===== src/rtl/core/llsig_pkg.sv =====
// ---------------------------------------------------------------------------
// llsig_pkg: shared types and constants for the lat-long sphere index generator
// Register indexes, field widths, phase codes and the result record.
// ---------------------------------------------------------------------------
package llsig_pkg;

  localparam int CORNER_W      = 16;   // width of each corner index port
  localparam int RING_VERT_W   = 11;   // ring_vertices register width
  localparam int RING_CNT_W    = 6;    // ring_count register width
  localparam int COLUMN_W      = 10;   // column counter width
  localparam int CFG_DATA_W    = 11;   // widest configuration register
  localparam int CFG_INDEX_W   = 1;    // two registers
  localparam int INDEX_WIDTH_DEFAULT = 16;

  localparam logic [RING_VERT_W-1:0] RING_VERT_MIN   = 11'd3;
  localparam logic [RING_VERT_W-1:0] RING_VERT_MAX   = 11'd1024;
  localparam logic [RING_VERT_W-1:0] RING_VERT_RESET = 11'd4;
  localparam logic [RING_CNT_W-1:0]  RING_CNT_RESET  = 6'd1;

  // configuration register indexes
  localparam logic [CFG_INDEX_W-1:0] CFG_RING_VERTICES = 1'b0;
  localparam logic [CFG_INDEX_W-1:0] CFG_RING_COUNT    = 1'b1;

  // generator phase, one-hot
  typedef enum logic [2:0] {
    PH_TOP    = 3'b001,
    PH_BANDS  = 3'b010,
    PH_BOTTOM = 3'b100
  } phase_t;

  // one triangle as it leaves the block
  typedef struct packed {
    logic [CORNER_W-1:0] corner_first;
    logic [CORNER_W-1:0] corner_second;
    logic [CORNER_W-1:0] corner_third;
    logic                last_triangle;
  } tri_t;

endpackage


===== src/rtl/core/latlong_sphere_index_generator_core.sv =====
// ---------------------------------------------------------------------------
// latlong_sphere_index_generator_core: triangle index list of a UV sphere mesh
// Walks top fan, quad bands and bottom fan, one triangle per transfer.
// ---------------------------------------------------------------------------
// Every accepted input transfer yields exactly one triangle on the output
// channel. The block takes one input transfer per clock while the skid entry
// is empty: the walk counters (phase, column, band, quad half, ring base) are
// updated by a single pass of adds and compares at the accepting edge, which
// registers the triangle in the output entry, or in the skid entry if that is
// full. Throughput is one triangle per cycle while out_ready holds; the skid
// entry keeps a transfer going on a stall; in_ready is a plain register output.
// Vertex 0 is the top pole, ring r starts at 1 + r*ring_vertices, and the
// bottom pole is ring_count*ring_vertices + 1. Indices are wrapped to
// INDEX_WIDTH bits (and to the 16-bit ports). Setting in_restart on a transfer
// starts over at the first top-fan triangle, which is emitted on that
// transfer. ring_vertices is clamped to 3..1024 and ring_count 0 acts as 1.
// Write the configuration registers only while the block is idle.
// ---------------------------------------------------------------------------
module latlong_sphere_index_generator_core
  import llsig_pkg::*;
#(
  parameter int INDEX_WIDTH = INDEX_WIDTH_DEFAULT
) (
  input  logic                   clk,
  input  logic                   rst_n,
  // configuration write port
  input  logic                   cfg_we,
  input  logic [CFG_INDEX_W-1:0] cfg_index,
  input  logic [CFG_DATA_W-1:0]  cfg_wdata,
  // input channel
  input  logic                   in_valid,
  output logic                   in_ready,
  input  logic                   in_restart,
  // result channel
  output logic                   out_valid,
  input  logic                   out_ready,
  output logic [CORNER_W-1:0]    out_corner_first,
  output logic [CORNER_W-1:0]    out_corner_second,
  output logic [CORNER_W-1:0]    out_corner_third,
  output logic                   out_last_triangle
);

  // indices are cut to INDEX_WIDTH, then to the port width
  localparam int OUT_BITS = (INDEX_WIDTH < CORNER_W) ? INDEX_WIDTH : CORNER_W;
  localparam logic [CORNER_W-1:0] IDX_MASK =
    CORNER_W'((17'(1) << OUT_BITS) - 17'd1);

  // configuration
  logic [RING_VERT_W-1:0] ring_vertices_r;
  logic [RING_CNT_W-1:0]  ring_count_r;

  // walk state
  phase_t                 phase_r, phase_nxt;
  logic [COLUMN_W-1:0]    column_r, column_nxt;
  logic [RING_CNT_W-1:0]  band_r, band_nxt;
  logic                   half_r, half_nxt;
  logic [CORNER_W-1:0]    ring_base_r, ring_base_nxt;

  // output entry plus skid entry
  tri_t                   out_r, skid_r, tri_nxt;
  logic                   out_valid_r, skid_valid_r;

  logic push, pop;

  // effective (clamped) configuration
  logic [RING_VERT_W-1:0] n_eff;
  logic [RING_CNT_W-1:0]  r_eff;

  // state after an optional restart
  phase_t                 ph_cur;
  logic [COLUMN_W-1:0]    col_cur;
  logic [RING_CNT_W-1:0]  band_cur;
  logic                   half_cur;
  logic [CORNER_W-1:0]    base_cur;

  logic                   at_end;
  logic [CORNER_W-1:0]    n16, cur, nxt, pole;
  logic [16:0]            pole_full;
  logic [CORNER_W-1:0]    a, b, c;
  logic                   last;

  // ------------------------------------------------------------------
  // Configuration registers
  // ------------------------------------------------------------------
  always_ff @(posedge clk) begin
    if (!rst_n) begin
      ring_vertices_r <= RING_VERT_RESET;
      ring_count_r    <= RING_CNT_RESET;
    end else if (cfg_we) begin
      unique case (cfg_index)
        CFG_RING_VERTICES: ring_vertices_r <= cfg_wdata;
        CFG_RING_COUNT:    ring_count_r    <= cfg_wdata[RING_CNT_W-1:0];
        default: ;
      endcase
    end
  end

  always_comb begin
    if (ring_vertices_r < RING_VERT_MIN)      n_eff = RING_VERT_MIN;
    else if (ring_vertices_r > RING_VERT_MAX) n_eff = RING_VERT_MAX;
    else                                      n_eff = ring_vertices_r;
    r_eff = (ring_count_r == '0) ? RING_CNT_W'(1) : ring_count_r;
  end

  // ------------------------------------------------------------------
  // Handshake
  // ------------------------------------------------------------------
  assign in_ready = !skid_valid_r;
  assign push     = in_valid && in_ready;
  assign pop      = out_valid_r && out_ready;

  // ------------------------------------------------------------------
  // Triangle and next-state logic
  // ------------------------------------------------------------------
  always_comb begin
    ph_cur   = in_restart ? PH_TOP : phase_r;
    col_cur  = in_restart ? '0 : column_r;
    band_cur = in_restart ? '0 : band_r;
    half_cur = in_restart ? 1'b0 : half_r;
    base_cur = in_restart ? CORNER_W'(1) : ring_base_r;

    at_end    = {1'b0, col_cur} >= (n_eff - RING_VERT_W'(1));
    n16       = CORNER_W'(n_eff);
    cur       = base_cur + CORNER_W'(col_cur);
    nxt       = at_end ? base_cur : cur + CORNER_W'(1);
    pole_full = 17'(r_eff) * 17'(n_eff) + 17'd1;
    pole      = pole_full[CORNER_W-1:0];

    phase_nxt     = ph_cur;
    column_nxt    = col_cur + COLUMN_W'(1);
    band_nxt      = band_cur;
    half_nxt      = half_cur;
    ring_base_nxt = base_cur;
    last          = 1'b0;

    unique case (ph_cur)
      PH_BANDS: begin
        if (!half_cur) begin
          a = nxt;
          b = cur + n16;
          c = cur;
          half_nxt   = 1'b1;
          column_nxt = col_cur;
        end else begin
          a = nxt + n16;
          b = cur + n16;
          c = nxt;
          half_nxt = 1'b0;
          if (at_end) begin
            column_nxt    = '0;
            band_nxt      = band_cur + RING_CNT_W'(1);
            ring_base_nxt = base_cur + n16;
            // bands are done once the advanced band count reaches r - 1
            if (band_nxt >= r_eff - RING_CNT_W'(1)) phase_nxt = PH_BOTTOM;
          end
        end
      end
      PH_BOTTOM: begin
        a = nxt;
        b = pole;
        c = cur;
        if (at_end) begin
          last          = 1'b1;
          phase_nxt     = PH_TOP;
          column_nxt    = '0;
          band_nxt      = '0;
          half_nxt      = 1'b0;
          ring_base_nxt = CORNER_W'(1);
        end
      end
      default: begin
        // top fan
        a = nxt;
        b = cur;
        c = '0;
        if (at_end) begin
          column_nxt    = '0;
          band_nxt      = '0;
          half_nxt      = 1'b0;
          ring_base_nxt = CORNER_W'(1);
          phase_nxt     = (r_eff >= RING_CNT_W'(2)) ? PH_BANDS : PH_BOTTOM;
        end
      end
    endcase

    tri_nxt.corner_first  = a & IDX_MASK;
    tri_nxt.corner_second = b & IDX_MASK;
    tri_nxt.corner_third  = c & IDX_MASK;
    tri_nxt.last_triangle = last;
  end

  // walk state advances on every input transfer
  always_ff @(posedge clk) begin
    if (!rst_n) begin
      phase_r     <= PH_TOP;
      column_r    <= '0;
      band_r      <= '0;
      half_r      <= 1'b0;
      ring_base_r <= CORNER_W'(1);
    end else if (push) begin
      phase_r     <= phase_nxt;
      column_r    <= column_nxt;
      band_r      <= band_nxt;
      half_r      <= half_nxt;
      ring_base_r <= ring_base_nxt;
    end
  end

  // ------------------------------------------------------------------
  // Output register with skid entry
  // ------------------------------------------------------------------
  always_ff @(posedge clk) begin
    if (!rst_n) begin
      out_valid_r  <= 1'b0;
      skid_valid_r <= 1'b0;
    end else if (skid_valid_r) begin
      if (pop) begin
        skid_valid_r <= 1'b0;
      end
    end else if (push && out_valid_r && !pop) begin
      skid_valid_r <= 1'b1;
    end else if (push) begin
      out_valid_r <= 1'b1;
    end else if (pop) begin
      out_valid_r <= 1'b0;
    end
  end

  always_ff @(posedge clk) begin
    if (skid_valid_r) begin
      if (pop) out_r <= skid_r;
    end else if (push && out_valid_r && !pop) begin
      skid_r <= tri_nxt;
    end else if (push) begin
      out_r <= tri_nxt;
    end
  end

  assign out_valid         = out_valid_r;
  assign out_corner_first  = out_r.corner_first;
  assign out_corner_second = out_r.corner_second;
  assign out_corner_third  = out_r.corner_third;
  assign out_last_triangle = out_r.last_triangle;

  // ------------------------------------------------------------------
  // Assertions
  // ------------------------------------------------------------------
  // the skid entry is only ever filled behind a full output entry
  a_skid_behind_out : assert property (@(posedge clk) disable iff (!rst_n)
    skid_valid_r |-> out_valid_r)
    else $error("skid entry valid while output entry empty");

  // finishing the bottom fan returns the walk to the start of a top fan
  a_wrap_to_top : assert property (@(posedge clk) disable iff (!rst_n)
    (push && ph_cur == PH_BOTTOM && at_end) |=>
      (phase_r == PH_TOP && column_r == '0 && ring_base_r == CORNER_W'(1)))
    else $error("walk did not wrap after last bottom-fan triangle");

  // a restart transfer always emits a top-fan triangle with the top pole
  a_restart_top_pole : assert property (@(posedge clk) disable iff (!rst_n)
    (push && in_restart) |-> (tri_nxt.corner_third == '0 && !tri_nxt.last_triangle))
    else $error("restart did not produce a top-fan triangle");

  // the first half of a quad never moves the column
  a_quad_first_half : assert property (@(posedge clk) disable iff (!rst_n)
    (push && ph_cur == PH_BANDS && !half_cur) |=>
      (half_r && column_r == $past(col_cur)))
    else $error("first quad triangle advanced the column");

endmodule

===== config.mk =====
export PLATFORM = sky130hd
export DESIGN_NAME = latlong_sphere_index_generator_core
export DESIGN_NICKNAME = d
export VERILOG_FILES = /design/src/rtl/core/llsig_pkg.sv /design/src/rtl/core/latlong_sphere_index_generator_core.sv
export SDC_FILE = /design/constraint.sdc
export NUM_CORES = 1
export LEC_CHECK = 0
export BUFFER_PORTS_ARGS = -buffer_cell sky130_fd_sc_hd__buf_2
export CAP_MARGIN = 20
export CORE_MARGIN = 2
export CORE_UTILIZATION = 40
export DETAILED_ROUTE_END_ITERATION = 10
export HOLD_SLACK_MARGIN = 0.03
export PLACE_DENSITY = 0.57
export RECOVER_POWER = 100
export SLEW_MARGIN = 25
export SYNTH_ARGS = -nofsm -noshare
export SYNTH_HDL_FRONTEND = slang
export SYNTH_SLANG_ARGS = --single-unit

===== constraint.sdc =====
create_clock -name clk -period 7.5 [get_ports clk]
set_input_delay 1.5 -clock clk [delete_from_list [all_inputs] [get_ports clk]]
set_output_delay 1.5 -clock clk [all_outputs]
set_load 0.1 [all_outputs]

==> out/qor.yml <==
yosys:
  avgSynthCellArea_sq_um: 9.259
  seq_area_frac_synth_pct: 32.64
  synth_fa_ha_area_share_pct: 15.76
  netlist_area_sq_mm: 0.01239
  synth_compound_area_share_pct: 16.88
  ys_ff_latch: 153
  synth_warnings: 0
  synth_cells: 1338
  synth_ff_type: "edfxtp_1"
  async_flop_share_pct: 0
  synthXorXnorAreaFrac_pct: 5.646
  yosys.cell_types.count: 94
  synth_edf_count: 98
  synthMuxAreaShare_pct: 4.707
  synth_top_family_by_area: "simple AND/OR/NAND/NOR gates"
  synthSimpleGateAreaFrac_pct: 19.99
  postSynthNetCount: 1488
global_routing:
  antenna_found_initial: 0
  grt_max_degree: 57
  grtUsageTotal_pct: 21.27
  overflow: 0
  grt_pass1_vias: 9695
  grt_pass1_wl_um: 55030
sta:
  fin_crit_sh_pct: 92.71
  rsz0062_at_grt: "false"
  slew-limit-headroom_pct: -103.1
  drv_slew: 157
  layout_min_cycle_time_ps: 6953
  finalSetupTns_ps: 0
  tightest_slew_ps: 3046
  fin_skew_ps: 15.23
  finalSetupViolCount: 0
  hold_viol: 0
  fmax_ghz: 0.1438
cts:
  cts_setup_buffers: 0
  cts_resized: 0
  h-tree-depth: 4
  clk_pin_slew_worst_paths_ps: 80
  insertion_delay_ps: 440
  cts_tree: "done"
  cts_buffers: 17
  cts_buffer_depth: 2
  cts.sinks: 153
  postCtsHoldBufs: 0
  cts_root_buffer: "clkbuf_16"
setup_path:
  crit_arrival_ps: 7150
  cp_data_required_time_ps: 7690
  end_kind: "flip-flop"
  slowest_stage: "clkbuf_1"
  r2r_cells: 27
  path_cells: "clkbuf_1, nand2b_1, inv_1, ha_1, fa_1, a21o_1, a221oi_2, o21ai_1, xor2_2, nand4_2, xnor2_1, nor2_1, xnor2_1, inv_1, ha_1, or3_1, o21ai_0, a21oi_1, and4_1, nor3_1, nor4_2, xor2_1, mux2_4"
  crit_type: "input port to flip-flop"
  r2r_start: "ring_vertices_r[4]$_SDFFE_PN0P_"
  reg2reg_to: "out_corner_first[14]$_DFFE_PP_"
  slowest_delay_ps: 750
  rrSetupSlack_ps: 600
  path_max_fanout: 23
  start_kind: "input port"
  crit_start: "in_restart"
routing:
  ant_nets: 0
  drtIter0Drc: 771
  dr.pass1.iters: 7
  drc: 0
  wl_per_cell_um: 19.03
  drt_wl_total_um: 34410
  num_vias: 10180
  detail_route.vias_per_cell: 5.629
floorplanning:
  row_count: 64
  die-area_sq_mm: 0.03239
  core_area_sq_mm: 0.03051
  ios: 69
  initial_utilization_pct: 40.60
  die_w_um: 180.0
  die_h_um: 180.0
place:
  dp_cells: 1776
  dp_hpwl_um: 25380
  gp_congestion: 0.9096
  numPortBuffers: 68
cells_and_area:
  fin_nets: 1549
  area_growth_pct: 10.76
  final_layout_size_suffix_gt1_share_pct: 11.12
  fill_cells: 2963
  final_common_cell: "nand2_1"
  finalNonFillerCells: 1808
  final_cell_mix: "nand2_1 (169), edfxtp_1 (98), ha_1 (92), nor2_1 (87), a21oi_1 (67)"
  final_util_pct: 44.97
  antennaDiodeCount: 0
power:
  max-vdd-ir-drop_v: 0.0001461
  p_leak_uw: 0.005796
  power_density_mw_per_mm2: 169.9
worst_hold_path:
  holdPathEnd: "ring_vertices_r[5]$_SDFFE_PN0P_"
  hold_path.class: "flip-flop to flip-flop"
  hold_start: "ring_vertices_r[5]$_SDFFE_PN0P_"
  whs_path_depth: 2
run_status:
  status: "finished, violations left"
  violations: "max-capacitance violations, max-slew violations"
job:
  drv_cap: 3
where the power goes:
part | internal, uW | leakage, uW | total, uW | switching, uW
Sequential | 938 | 0.00138 | 956 | 17.6
Combinational | 125 | 0.00413 | 487 | 362
Clock | 452 | 0.000292 | 888 | 436
cell usage after synthesis (all sizes together) (6+ instances only):
| library cell | number | area share [%] |
|---|---|---|
| nor2b | 54 | 2.7 |
| o221ai | 8 | 0.62 |
| or3 | 7 | 0.35 |
| a31oi | 7 | 0.47 |
| and4 | 6 | 0.42 |
| nand2b | 18 | 0.91 |
| fa | 40 | 6.5 |
| nor2 | 88 | 2.7 |
| buf | 7 | 0.33 |
| a21oi | 68 | 2.7 |
| dfxtp | 55 | 8.9 |
| o21ai | 60 | 2.4 |
| o21a | 14 | 0.86 |
| ha | 92 | 9.3 |
| o211ai | 7 | 0.46 |
| nand3 | 29 | 1.2 |
| edfxtp | 98 | 24 |
| and3 | 13 | 0.68 |
| nand2 | 170 | 5.2 |
| o31ai | 6 | 0.40 |
| nor3 | 36 | 1.6 |
| inv | 63 | 1.9 |
| a22oi | 13 | 0.79 |
| nand4 | 8 | 0.45 |
| a21boi | 25 | 1.5 |
| o21bai | 10 | 0.61 |
| and2 | 20 | 1.0 |
| xnor2 | 46 | 3.3 |
| or4 | 6 | 0.39 |
| clkbuf | 59 | 1.9 |
| nor3b | 10 | 0.61 |
| o22ai | 10 | 0.50 |
| a211oi | 13 | 0.83 |
| xor2 | 33 | 2.4 |
| a21o | 26 | 1.6 |
| mux2 | 47 | 4.3 |
sequential cells by signal (all words and copies together) (netlist names), 3 cells and up:
register,flops
skid_r,49
out_corner_third,16
ring_vertices_r,11
band_r,6
column_r,10
ring_base_r,16
ring_count_r,6
phase_r,3
out_corner_second,16
out_corner_first,16
area by class of cell:
| type | count | area (sq um) | share of cell area (%) |
|---|---|---|---|
| inverters | 63 | 236.5 | 1.724 |
| multi-input cells | 1055 | 7787 | 56.76 |
| clock inverters | 15 | 176.4 | 1.286 |
| flip-flops and latches | 153 | 4044 | 29.47 |
| clock buffers | 17 | 425.4 | 3.100 |
| repair buffers | 109 | 555.5 | 4.049 |
| well taps | 396 | 495.5 | 3.611 |
cell families (layout without fill, tap and decap cells):
kind of cell	Yosys count	count (layout)
and+or+nand+nor	489	489
muxes	52	52
DFF	153	153
buffers and inverters	130	204
xor gates and xnor gates	79	79
adders and majority gates	132	132
AOI/OAI and AO/OA	303	303
how the worst max path moves through the flow:
stage | to | slack [ps] | depth (start not counted)
floorplan | out_corner_first[14]$_DFFE_PP_ | 470 | 31
global placement | out_corner_first[15]$_DFFE_PP_ | 630 | 23
detailed placement | out_corner_first[13]$_DFFE_PP_ | 540 | 23
CTS | out_corner_first[14]$_DFFE_PP_ | 630 | 27
global route | out_corner_first[15]$_DFFE_PP_ | 70 | 23
finish | out_corner_first[15]$_DFFE_PP_ | 550 | 23
critical path: cells and delay by family:
kind / cells / cell delay [ps]
AOI/OAI and AO/OA: 5 / 900
xor gates and xnor gates: 4 / 1070
adders and majority gates: 3 / 900
buffers and inverters: 3 / 930
muxes: 1 / 270
and+or+nand+nor: 7 / 1560
routing by layer:
metal / part of all wire, % / GRT usage, %
met3: 5.4 / 3.323
met2: 45 / 33.66
met1: 48 / 30.44
met4: 1.8 / 5.171
met5: 0 / 0
metrics by stage:
| stage | power (uW) | hold slack [ps] | setup WS, ps | instance area, sq um |
|---|---|---|---|---|
| after global placement | 1459 | 461.9 | 630.1 | 13240 |
| final | 2331 | 490.6 | 547.1 | 13720 |
| after detailed placement | 1464 | 464.0 | 541.2 | 13240 |
| after floorplan | 1357 | 443.9 | 468.1 | 12390 |
| after global routing | 2419 | 508.3 | 67.39 | 13720 |
| after CTS | 2352 | 481.6 | 633.5 | 13840 |
Power figures use the tool's default switching activity.
